<file path="src/design/cma_pkg.sv">
// Package for the centered moving average block: field widths, payload structs
// and the command and status bundles that join the controller to the datapath.
// Depends on nothing; every other file in the design imports it.
package cma_pkg;

	localparam int SAMPLE_BITS    = 20;
	localparam int AVG_W          = SAMPLE_BITS + 1;
	localparam int RADIUS_W       = 5;
	localparam int RADIUS_COUNT   = 2 ** RADIUS_W;
	localparam int MAX_RADIUS_LIM = 31;
	localparam int LEN_W          = $clog2(2 * MAX_RADIUS_LIM + 2);
	localparam int SUM_W          = SAMPLE_BITS + LEN_W;
	localparam int RECIP_W        = SUM_W + 1;

	typedef struct packed {
		logic [SAMPLE_BITS-1:0] sample;
		logic                   last_sample;
	} sample_item_t;

	typedef struct packed {
		logic signed [AVG_W-1:0] average;
		logic                    end_of_run;
	} result_item_t;

	typedef struct packed {
		logic take_sample;
		logic classify;
		logic reduce;
		logic push_mean;
		logic push_fill;
		logic flush;
		logic clear_run;
	} cma_cmd_t;

	typedef struct packed {
		logic head;
		logic full;
		logic last;
		logic pend_zero;
		logic pend_one;
		logic out_free;
	} cma_status_t;

endpackage

</file>
<file path="src/design/cma_datapath.sv">
// Datapath of the centered moving average: sample ring, running sum, counters,
// reciprocal divider and the result register. Acts on controller commands, radius writes and the result handshake.
// Depends on cma_pkg.
module cma_datapath
	import cma_pkg::*;
#(
	parameter int MAX_RADIUS = MAX_RADIUS_LIM
) (
	input  logic                clk,
	input  logic                arst_n,
	input  cma_cmd_t            cmd,
	output cma_status_t         status,
	input  logic                cfg_write,
	input  logic [RADIUS_W-1:0] cfg_data,
	input  sample_item_t        sample_item,
	input  logic                result_ready,
	output logic                result_valid,
	output result_item_t        result_item
);

	localparam int RING_DEPTH = 2 * MAX_RADIUS + 1;
	localparam int PTR_W      = $clog2(RING_DEPTH);
	localparam int CNT_W      = $clog2(RING_DEPTH + 1);

	// Reciprocal of each window length, floor(2^SUM_W / (2r+1)).
	logic [RECIP_W-1:0] recip_lut [RADIUS_COUNT];
	for (genvar g = 0; g < RADIUS_COUNT; g++) begin : g_recip
		localparam logic [RECIP_W-1:0] RECIP_VAL =
			RECIP_W'((64'd1 << SUM_W) / (2 * g + 1));
		assign recip_lut[g] = RECIP_VAL;
	end

	logic [SAMPLE_BITS-1:0] ring_mem [RING_DEPTH];

	logic [RADIUS_W-1:0]        radius_q;
	logic [CNT_W-1:0]           len_q;
	logic [RECIP_W-1:0]         recip_q;
	logic [SUM_W-1:0]           sum_q;
	logic [CNT_W-1:0]           seen_q;
	logic [PTR_W-1:0]           wp_q;
	logic [CNT_W-1:0]           cnt_q;
	logic                       last_q;
	logic [SAMPLE_BITS-1:0]     rd_q;
	logic [SUM_W+RECIP_W-1:0]   prod_s1;
	logic [SUM_W-1:0]           sum_s1;
	logic [SAMPLE_BITS-1:0]     quot_s2;
	logic [SUM_W-1:0]           back_s2;
	logic                       out_valid_q;
	result_item_t               out_q;

	logic [RADIUS_W-1:0]    radius_sat;
	logic [CNT_W-1:0]       r_ext;
	logic [CNT_W-1:0]       wp_inc;
	logic [PTR_W-1:0]       wp_next;
	logic [CNT_W-1:0]       pend_raw;
	logic [CNT_W-1:0]       pend;
	logic [SUM_W-1:0]       rem;
	logic [SAMPLE_BITS-1:0] mean;
	logic                   end_flag;

	assign radius_sat = (cfg_data > RADIUS_W'(MAX_RADIUS)) ? RADIUS_W'(MAX_RADIUS) : cfg_data;
	assign r_ext      = CNT_W'(radius_q);
	assign wp_inc     = CNT_W'(wp_q) + 1'b1;
	assign wp_next    = (wp_inc == len_q) ? '0 : PTR_W'(wp_inc);
	assign pend_raw   = (seen_q > r_ext) ? (seen_q - r_ext) : '0;
	assign pend       = (pend_raw > r_ext) ? r_ext : pend_raw;

	// One compare and subtract corrects the reciprocal estimate.
	assign rem  = sum_s1 - back_s2;
	assign mean = (rem >= SUM_W'(len_q)) ? (quot_s2 + 1'b1) : quot_s2;

	assign end_flag = last_q && (cmd.flush ? (cnt_q == CNT_W'(1)) : (cnt_q == '0));

	always_ff @(posedge clk or negedge arst_n) begin
		if (!arst_n) begin
			radius_q <= '0;
			len_q    <= CNT_W'(1);
			recip_q  <= recip_lut[0];
		end else if (cfg_write) begin
			radius_q <= radius_sat;
			len_q    <= CNT_W'({radius_sat, 1'b1});
			recip_q  <= recip_lut[radius_sat];
		end
	end

	always_ff @(posedge clk or negedge arst_n) begin
		if (!arst_n) begin
			sum_q  <= '0;
			seen_q <= '0;
			wp_q   <= '0;
			cnt_q  <= '0;
			last_q <= 1'b0;
		end else if (cfg_write || cmd.clear_run) begin
			sum_q  <= '0;
			seen_q <= '0;
			wp_q   <= '0;
			cnt_q  <= '0;
		end else begin
			if (cmd.take_sample) begin
				sum_q  <= sum_q + SUM_W'(sample_item.sample);
				wp_q   <= wp_next;
				last_q <= sample_item.last_sample;
				if (seen_q < len_q) begin
					seen_q <= seen_q + 1'b1;
				end
			end
			if (cmd.classify) begin
				cnt_q <= pend;
			end
			if (cmd.reduce) begin
				sum_q <= sum_q - SUM_W'(rd_q);
			end
			if (cmd.push_fill && cmd.flush) begin
				cnt_q <= cnt_q - 1'b1;
			end
		end
	end

	// The write pointer already names the oldest slot when the read is issued.
	always_ff @(posedge clk) begin
		if (cmd.take_sample) begin
			ring_mem[wp_q] <= sample_item.sample;
		end
		if (cmd.classify) begin
			rd_q <= ring_mem[wp_q];
		end
	end

	always_ff @(posedge clk) begin
		if (cmd.classify) begin
			prod_s1 <= SUM_W'(sum_q) * recip_q;
			sum_s1  <= sum_q;
		end
		if (cmd.reduce) begin
			quot_s2 <= prod_s1[SUM_W +: SAMPLE_BITS];
			back_s2 <= SUM_W'(prod_s1[SUM_W +: SAMPLE_BITS]) * SUM_W'(len_q);
		end
	end

	always_ff @(posedge clk or negedge arst_n) begin
		if (!arst_n) begin
			out_valid_q <= 1'b0;
		end else if (cmd.push_mean || cmd.push_fill) begin
			out_valid_q <= 1'b1;
		end else if (result_ready) begin
			out_valid_q <= 1'b0;
		end
	end

	always_ff @(posedge clk) begin
		if (cmd.push_mean) begin
			out_q.average    <= AVG_W'({1'b0, mean});
			out_q.end_of_run <= end_flag;
		end else if (cmd.push_fill) begin
			out_q.average    <= '1;
			out_q.end_of_run <= end_flag;
		end
	end

	assign result_valid = out_valid_q;
	assign result_item  = out_q;

	assign status.head      = (seen_q <= r_ext);
	assign status.full      = (seen_q == len_q);
	assign status.last      = last_q;
	assign status.pend_zero = (cnt_q == '0);
	assign status.pend_one  = (cnt_q == CNT_W'(1));
	assign status.out_free  = !out_valid_q || result_ready;

endmodule

</file>
<file path="src/design/cma_ctrl.sv">
// Controller state machine of the centered moving average. It sequences the
// datapath through sample intake, division and result pushes. Depends on cma_pkg.
module cma_ctrl
	import cma_pkg::*;
(
	input  logic        clk,
	input  logic        arst_n,
	input  logic        sample_valid,
	input  logic        cfg_valid,
	input  cma_status_t status,
	output cma_cmd_t    cmd,
	output logic        sample_ready,
	output logic        cfg_ready
);

	localparam logic [2:0] ST_IDLE  = 3'd0;
	localparam logic [2:0] ST_CLASS = 3'd1;
	localparam logic [2:0] ST_NEG   = 3'd2;
	localparam logic [2:0] ST_REM   = 3'd3;
	localparam logic [2:0] ST_FIX   = 3'd4;
	localparam logic [2:0] ST_FLUSH = 3'd5;

	logic [2:0] state_q;
	logic [2:0] state_d;

	always_comb begin
		state_d = state_q;
		cmd     = '0;
		unique case (state_q) inside
			ST_IDLE: begin
				// A pending radius write goes first; the sample waits until it is taken.
				if (sample_valid && !cfg_valid) begin
					cmd.take_sample = 1'b1;
					state_d         = ST_CLASS;
				end
			end
			ST_CLASS: begin
				cmd.classify = 1'b1;
				if (status.head) begin
					state_d = ST_NEG;
				end else if (status.full) begin
					state_d = ST_REM;
				end else begin
					state_d = status.last ? ST_FLUSH : ST_IDLE;
				end
			end
			ST_REM: begin
				cmd.reduce = 1'b1;
				state_d    = ST_FIX;
			end
			ST_NEG, ST_FIX: begin
				if (status.out_free) begin
					cmd.push_fill = (state_q == ST_NEG);
					cmd.push_mean = (state_q == ST_FIX);
					if (status.last && status.pend_zero) begin
						cmd.clear_run = 1'b1;
						state_d       = ST_IDLE;
					end else begin
						state_d = status.last ? ST_FLUSH : ST_IDLE;
					end
				end
			end
			ST_FLUSH: begin
				if (status.out_free) begin
					cmd.push_fill = 1'b1;
					cmd.flush     = 1'b1;
					if (status.pend_one) begin
						cmd.clear_run = 1'b1;
						state_d       = ST_IDLE;
					end
				end
			end
			default: begin
				state_d = ST_IDLE;
			end
		endcase
	end

	always_ff @(posedge clk or negedge arst_n) begin
		if (!arst_n) begin
			state_q <= ST_IDLE;
		end else begin
			state_q <= state_d;
		end
	end

	assign sample_ready = (state_q == ST_IDLE) && !cfg_valid;
	assign cfg_ready    = (state_q == ST_IDLE);

endmodule

</file>
<file path="src/design/centered_moving_average.sv">
// Centered boxcar moving average. One sample is taken at a time: a sample whose
// result is a head fill value gets intake, classify and a fill push; a full-window
// mean gets intake, reciprocal multiply, back multiply and correction; a sample with
// no result gets intake and classify; the run's last sample adds up to radius trailing fills.
// A result still waiting in the output register stalls the controller at its next push.
// Reset (arst_n low) clears radius to 0 and empties the run; the ring is not cleared.
module centered_moving_average
	import cma_pkg::*;
#(
	parameter int MAX_RADIUS = MAX_RADIUS_LIM
) (
	input  logic                clk,
	input  logic                arst_n,
	input  logic                sample_valid,
	output logic                sample_ready,
	input  sample_item_t        sample_item,
	output logic                result_valid,
	input  logic                result_ready,
	output result_item_t        result_item,
	input  logic                cfg_valid,
	output logic                cfg_ready,
	input  logic [RADIUS_W-1:0] cfg_data
);

	// Commands flow from the controller to the datapath, status flows back.
	cma_cmd_t    cmd;
	cma_status_t status;
	logic        cfg_write;

	// A radius transfer also restarts the current run. When a radius write and
	// a sample are offered together, the radius transfer is taken first.
	assign cfg_write = cfg_valid && cfg_ready;

	cma_ctrl u_ctrl (
		.clk          (clk),
		.arst_n       (arst_n),
		.sample_valid (sample_valid),
		.cfg_valid    (cfg_valid),
		.status       (status),
		.cmd          (cmd),
		.sample_ready (sample_ready),
		.cfg_ready    (cfg_ready)
	);

	// The datapath holds the ring of the last 2*radius+1 samples, the running
	// sum and the divider that turns the sum into the truncated mean.
	cma_datapath #(
		.MAX_RADIUS (MAX_RADIUS)
	) u_datapath (
		.clk          (clk),
		.arst_n       (arst_n),
		.cmd          (cmd),
		.status       (status),
		.cfg_write    (cfg_write),
		.cfg_data     (cfg_data),
		.sample_item  (sample_item),
		.result_ready (result_ready),
		.result_valid (result_valid),
		.result_item  (result_item)
	);

`ifndef SYNTHESIS
	// Only one sample is in work at a time.
	a_one_in_flight: assert property (@(posedge clk) disable iff (!arst_n)
		sample_valid && sample_ready |=> !sample_ready)
		else $error("sample taken while another is in work");

	// A radius write never shares an edge with a sample transfer.
	a_cfg_alone: assert property (@(posedge clk) disable iff (!arst_n)
		cfg_valid && cfg_ready |-> !(sample_valid && sample_ready))
		else $error("radius transfer together with a sample transfer");

	// A result is either a non-negative mean or the fill value.
	a_result_range: assert property (@(posedge clk) disable iff (!arst_n)
		result_valid |-> (!result_item.average[AVG_W-1] || result_item.average == '1))
		else $error("result average out of range");
`endif

endmodule
</file>
<file path="config.mk">
export PLATFORM = sky130hd
export DESIGN_NAME = centered_moving_average
export DESIGN_NICKNAME = d
export VERILOG_FILES = /design/src/design/cma_pkg.sv /design/src/design/cma_datapath.sv /design/src/design/cma_ctrl.sv /design/src/design/centered_moving_average.sv
export SDC_FILE = /design/constraint.sdc
export NUM_CORES = 2
export LEC_CHECK = 0
export ABC_AREA = 1
export BUFFER_PORTS_ARGS = -buffer_cell sky130_fd_sc_hd__buf_2
export CAP_MARGIN = 25
export CORE_MARGIN = 4
export CORE_UTILIZATION = 30
export DETAILED_ROUTE_END_ITERATION = 8
export PLACE_DENSITY = 0.47
export SETUP_SLACK_MARGIN = 0.15
export SLEW_MARGIN = 20
export SYNTH_ARGS = -nofsm -noshare
export SYNTH_HDL_FRONTEND = slang
export SYNTH_SLANG_ARGS = --single-unit
</file>
<file path="constraint.sdc">
create_clock -name clk -period 7.7 [get_ports clk]
set_input_delay 1.54 -clock clk [delete_from_list [all_inputs] [get_ports clk]]
set_output_delay 1.54 -clock clk [all_outputs]
set_load 0.01 [all_outputs]
</file>
### Yosys cells after proc, flatten, opt, wreduce, memory -nomap -nowiden

Memory sizes are Yosys's and may differ from the RTL's. A register that Yosys moved wholly into a read port is not among the register bits.
Cells that the tools add are included.

| operators by class | value |
|---|---|
| add/sub/neg operators | 8 |
| multiply operators | 2 |
| div/mod/pow operators | 0 |
| magnitude comparators | 6 |
| equal/unequal tests | 12 |
| shifts and indexed selects | 0 |
| multiplexer cells | 45 |
| bitwise logic cells | 2 |
| reduce and logical (&&, ||, !) cells | 24 |

Operators with widths:

| kind | number |
|---|---|
| two-way mux 26 bit | 3 |
| two-way mux 6 bit | 11 |
| multiplier 26 x 27 -> 46 bit | 1 |
| two-way mux 21 bit | 2 |
| two-way mux 3 bit | 9 |
| adder 26 x 20 -> 26 bit | 1 |
| >= comparator 26 x 6 -> 1 bit | 1 |
| multiplier 20 x 6 -> 26 bit | 1 |
| subtractor 26 x 20 -> 26 bit | 1 |
| subtractor 26 bit | 1 |
| adder 20 x 1 -> 20 bit (second input constant) | 1 |
| two-way mux 20 bit | 1 |
| one-hot mux 3 bit (5 select lines) | 1 |
| two-way mux 1 bit | 14 |
| adder 6 x 1 -> 6 bit (second input constant) | 2 |
| equality test 6 bit | 2 |
| greater-than comparator 6 x 5 -> 1 bit | 2 |
| nonzero test 2 bit | 4 |
| equality test 3 x 2 -> 1 bit (second input constant) | 2 |
| equality test 3 bit (second input constant) | 2 |
| equality test 6 x 1 -> 1 bit (second input constant) | 1 |
| less-or-equal comparator 6 x 5 -> 1 bit | 1 |
| logical AND 1 bit | 6 |
| logical NOT 6 bit | 1 |
| 19 further kinds | 28 |

| storage, ports and cells | value |
|---|---|
| register bits after elaboration | 194 |
| bits in latches | 0 |
| RAM bits | 1260 |
| ROM bits | 864 |
| input port bits | 31 |
| output and inout bits | 25 |
| word-level logic and storage cells | 116 |
| memories kept | 2 |

Memories:

| memory | depth | bits a word | rd ports | clocked after memory_dff | wr ports | RTL line | text |
|---|---|---|---|---|---|---|---|
| u_datapath.ring_mem | 63 | 20 | 1 | 1 | 1 | cma_datapath.sv:33 | `logic [SAMPLE_BITS-1:0] ring_mem [RING_DEPTH];` |
| (no name shown) | 32 | 27 | 1 | 1 | 0 | cma_datapath.sv:82 | `recip_q <= recip_lut[radius_sat];` |

### Logic depth before layout (Yosys ltp)

| depth | value |
|---|---|
| depth after elaboration | 8 |
| mapped depth | 30 |

### By module

From an unflattened synthesis, not the netlist that was laid out.

| unflattened totals | value |
|---|---|
| cells, all modules | 8079 |
| area, all modules | 85398.2 um2 |

Modules (own cells, without submodules):

| module | times used | cells an instance | area each (um2) | sequential area each (um2) |
|---|---|---|---|---|
| cma_datapath | 1 | 8019 | 85061.6 | 43748.2 |
| cma_ctrl | 1 | 58 | 329.1 | 75.1 |
| centered_moving_average | 1 | 2 | 7.5 | 0.0 |

### Least setup slack after synthesis

OpenSTA, ideal clock, no wires.

| path | value |
|---|---|
| path type | flip-flop to flip-flop |
| from | register u_ctrl.state_q[2] |
| to | register u_datapath.cnt_q[0] |
| library setup time | 0.067 ns |
| arrival | 6.760 ns |
| data required time | 7.633 ns |
| slack | 0.874 ns |
| stages on the path, launching flop included | 6 |
| clock period less this slack | 6.826 ns |
| path through | dfrtp_1 -> nor3_1 -> o21ai_0 -> a21oi_1 -> nand2_1 -> nand2_1 |

| between the ends | value |
|---|---|
| cells in the longest elaborated chain, start to end | 6 |
| elaborated cells between the ends (all ways) | 17 |

RTL lines:

| what | RTL line | text |
|---|---|---|
| start, declared | cma_ctrl.sv:23 | `logic [2:0] state_q;` |
| start signal, assigned | cma_ctrl.sv:83 | `state_q <= state_d;` |
| equality test 3 x 2 -> 1 bit / equality test 3 bit (equally long branches) | n/a |  |
| two-way mux 2 bit / OR reduction 2 bit (equally long branches) | cma_ctrl.sv:52, cma_ctrl.sv:29 |  |
| one-hot mux 1 bit (2 select lines) | cma_ctrl.sv:29 | `unique case (state_q) inside` |
| logical AND 1 bit | cma_datapath.sv:113 | `if (cmd.push_fill && cmd.flush) begin` |
| two-way mux 6 bit | cma_datapath.sv:113 |  |
| two-way mux 6 bit | cma_datapath.sv:93 | `end else if (cfg_write \|\| cmd.clear_run) begin` |
| end signal, assigned | cma_datapath.sv:108 | `cnt_q <= pend;` |
| end signal, assigned | cma_datapath.sv:114 | `cnt_q <= cnt_q - 1'b1;` |
| end, declared | cma_datapath.sv:41 | `logic [CNT_W-1:0] cnt_q;` |

Parallel ways exist; a longest one is shown, timed or not.
A chain may end at the register's enable or synchronous reset.

### Worst setup path after layout

| path | value |
|---|---|
| from | register u_datapath.recip_q[13] |
| to | register u_datapath.prod_s1[45] (data pin) |

| between the ends | value |
|---|---|
| cells in the longest elaborated chain, start to end | 1 |

RTL lines:

| what | RTL line | text |
|---|---|---|
| start, declared | cma_datapath.sv:37 | `logic [RECIP_W-1:0] recip_q;` |
| multiplier 26 x 27 -> 46 bit | cma_datapath.sv:131 | `prod_s1 <= SUM_W'(sum_q) * recip_q;` |
| end signal, assigned | cma_datapath.sv:131 |  |
| end, declared | cma_datapath.sv:44 | `logic [SUM_W+RECIP_W-1:0] prod_s1;` |

Every way passes these cells.

==> flow_metrics.tcl <==
set metrics [dict create \
    drive_gt1_share_pct 7.46 \
    num_rows 195 \
    holdWs_ps 509 \
    rsz0062_at_grt "false" \
    cp-end-kind "flop" \
    cts_tree "yes" \
    clock-sinks 1473 \
    synth_fp_nets 8868 \
    tns_ps 0 \
    cp_data_required_time_ps 8210 \
    wirelength_um 280000 \
    cp-start-kind "flop" \
    hold_path_end "u_datapath.cnt_q[1]" \
    nets 8960 \
    h-tree-depth 4 \
    drc 0 \
    grt_overflow_total 0 \
    hold_viol_final 0 \
    viasPerCell 4.89 \
    io-pin-count 56 \
    clock_latency_ps 850 \
    wl_per_cell_um 23.5 \
    vias 58200 \
    relSlewSlack_pct 21.7 \
    synth_simple_gate_area_share_pct 13.3 \
    status "complete, no violations" \
    grt_pass1_vias 60200 \
    die_w_um 541 \
    worst_path_max_delay_cell "dfrtp_1" \
    ant_nets 0 \
    r2r_slack_ps 620 \
    synthCells 7933 \
    rr_startpoint "u_datapath.recip_q[13]" \
    max_freq_ghz 0.141 \
    crit_start "u_datapath.recip_q[13]" \
    topRoutingLayerUsed "met4" \
    critical_path.cell_chain "buf_4 > nand2_1 > fa_1 > fa_1 > fa_1 > fa_1 > fa_1 > fa_1 > fa_1 > inv_1 > ha_1 > a21o_1 > a31oi_1 > nand2_1 > a211oi_1 > nand3_1 > nand2_1 > nand3_1 > xnor2_1" \
    async_flop_share_pct 5.43 \
    synth_compound_area_share_pct 7.30 \
    postCtsSetupBuffers 0 \
    layout_common_cells "nand2_1 (1988), inv_1 (1430), edfxtp_1 (1392), fa_1 (635), ha_1 (269)" \
    setup_violations 0 \
    die-area_um2 293000 \
    wl_met1_um 123000 \
    grt_usage_pct 18.9 \
    syn-cell-area_um2 85200 \
    synth_xor_area_share_pct 1.02 \
    drt_pass1_iterations 6 \
    holdBufCountCts 0 \
    synth_top_family_by_area "adder cells" \
    path_clk_slew_ps 60 \
    coreArea_um2 283000 \
    clk_root_buffer_cell "clkbuf_16" \
    syn_avg_cell_area_um2 10.7 \
    hold_depth 2 \
    fill_cells 28400 \
    synth_adder_area_share_pct 18.9 \
    synth_mux_area_share_pct 0 \
    initial_utilization_pct 30.2 \
    arrival_ps 7580 \
    fin_worst_skew_ps 85.6 \
    synth_edf_count 1392 \
    crit_top_cell "fa_1" \
    post-route-period-util_pct 91.9 \
    cts_resized 0 \
    cts_buffer_depth 4 \
    fin_util_pct 33.9 \
    seq_area_frac_synth_pct 51.4 \
    worst_slew_pin_slew_ps 1170 \
    port_buffers 55 \
    critical_path.max_stage_delay_ps 1000 \
    final_common_cell "nand2_1" \
    worstReg2RegEnd "u_datapath.prod_s1[45]" \
    gp_congestion 0.867 \
    wl_met2_um 135000 \
    drv_cap 0 \
    cp_max_fo 17 \
    grt_pass1_wl_um 411000 \
    antenna_found_initial 20 \
    min_from "u_datapath.cnt_q[1]" \
    synth_ff_type "edfxtp_1" \
    cts_buffers 165 \
    finalMaxSlewViolations 0 \
    synth_cell_types 67 \
    yosys_warnings 0 \
    syn_to_final_growth_pct 12.3 \
    ys_ff_latch 1473 \
    layout_min_cycle_time_ps 7080 \
    hpwl_um 188000 \
    die_h_um 541 \
    grt_start_max_net_pins 113 \
    rr_worst_depth 19 \
    crit_type "flop to flop" \
    drt_iter0_markers 5097 \
    route.met3.wl_um 15500 \
    hold_class "flop to flop" \
]
[how the worst max path moves through the flow]
stage,endpoint,cells past startpoint,slack [ps]
floorplan,u_datapath.cnt_q[0],5,870
global placement,u_datapath.prod_s1[45],19,700
detailed placement,u_datapath.prod_s1[45],19,670
CTS,u_datapath.prod_s1[45],19,670
global route,u_datapath.prod_s1[40],22,320
finish,u_datapath.prod_s1[45],19,620
[per-stage QoR]
step / cells / instance area, um^2 / setup WS (ps)
finish: 11900 / 95700 / 622
global route: 11900 / 95700 / 324
CTS: 11900 / 95700 / 666
detailed placement: 11600 / 90700 / 675
global placement: 11600 / 90700 / 696
floorplan: 7933 / 85200 / 874
[state kept, by name (all words and copies together), names as in the netlist, 19 cells and up]
register,cells
u_datapath.back_s2,26
u_datapath.prod_s1,20
u_datapath.quot_s2,19
u_datapath.rd_q,20
u_datapath.recip_q,26
u_datapath.result_item,22
u_datapath.ring_mem,1260
u_datapath.sum_q,26
u_datapath.sum_s1,26
[synth_stat cells, drive strengths merged, types with 2 or more instances]
library cell,number,area (um^2)
and3,5,31.3
nor2,307,1170
nor3,42,225
a211oi,7,52.6
clkinv,6,22.5
nand3b,7,52.6
o211ai,10,75.1
nand3,179,953
a221oi,116,1140
or2,8,50.1
ha,269,3370
buf,114,633
o21bai,8,60.1
nand4,204,1280
o221ai,3,26.3
o22ai,10,62.6
o31ai,13,97.6
a21oi,202,1010
a31oi,20,125
a21o,13,97.6
nand2,1989,7470
a31o,2,17.5
a22oi,192,1440
o2111ai,4,35.0
inv,1445,5430
nor4,9,56.3
o2bb2ai,8,70.1
a2bb2oi,2,17.5
o21ai,203,1020
and2,7,43.8
xnor2,32,280
clkbuf,220,826
fa,635,12700
edfxtp,1392,41800
a22o,80,701
o21a,10,75.1
dfrtp,79,1980
xor2,67,587
[layer usage]
metal | up-vias | track usage (%)
met4 | 0 | 4.19
met3 | 324 | 2.45
li1 | 26400 | -
met5 | - | 0
met2 | 1626 | 32.2
met1 | 29900 | 25.5
[critical path, delay by kind of cell, from the launching register on]
family	cells	cell delay, ps
fa+ha+maj	8	3930
flops	1	1000
simple gates	5	670
compound gates	3	660
buf+inv	2	390
xor+xnor	1	130
[layout make-up]
type | instances | area [um^2] | share of cell area, %
inverters | 1451 | 5480 | 5.73
repair buffers | 259 | 1950 | 2.04
clock inverters | 85 | 607 | 0.634
diodes | 8 | 20.0 | 0.0209
well taps | 3743 | 4680 | 4.89
multi-input cells | 4675 | 34800 | 36.4
clock buffers | 207 | 4340 | 4.53
flip-flops and latches | 1473 | 43800 | 45.8
[logic make-up (layout without fill, tap and decap cells)]
kind of cell             after synthesis  after routing
adder cells (fa/ha/maj)              904            904
other                                  0              8
AO/OA/AOI/OAI                        914            914
buffers and inverters               1785           2002
flip-flops                          1473           1473
XOR/XNOR                              99             99
AND/OR/NAND/NOR                     2758           2758
Power is not shown: default switching activity piles up to over one toggle a cycle in this logic, so the estimate is an artifact.
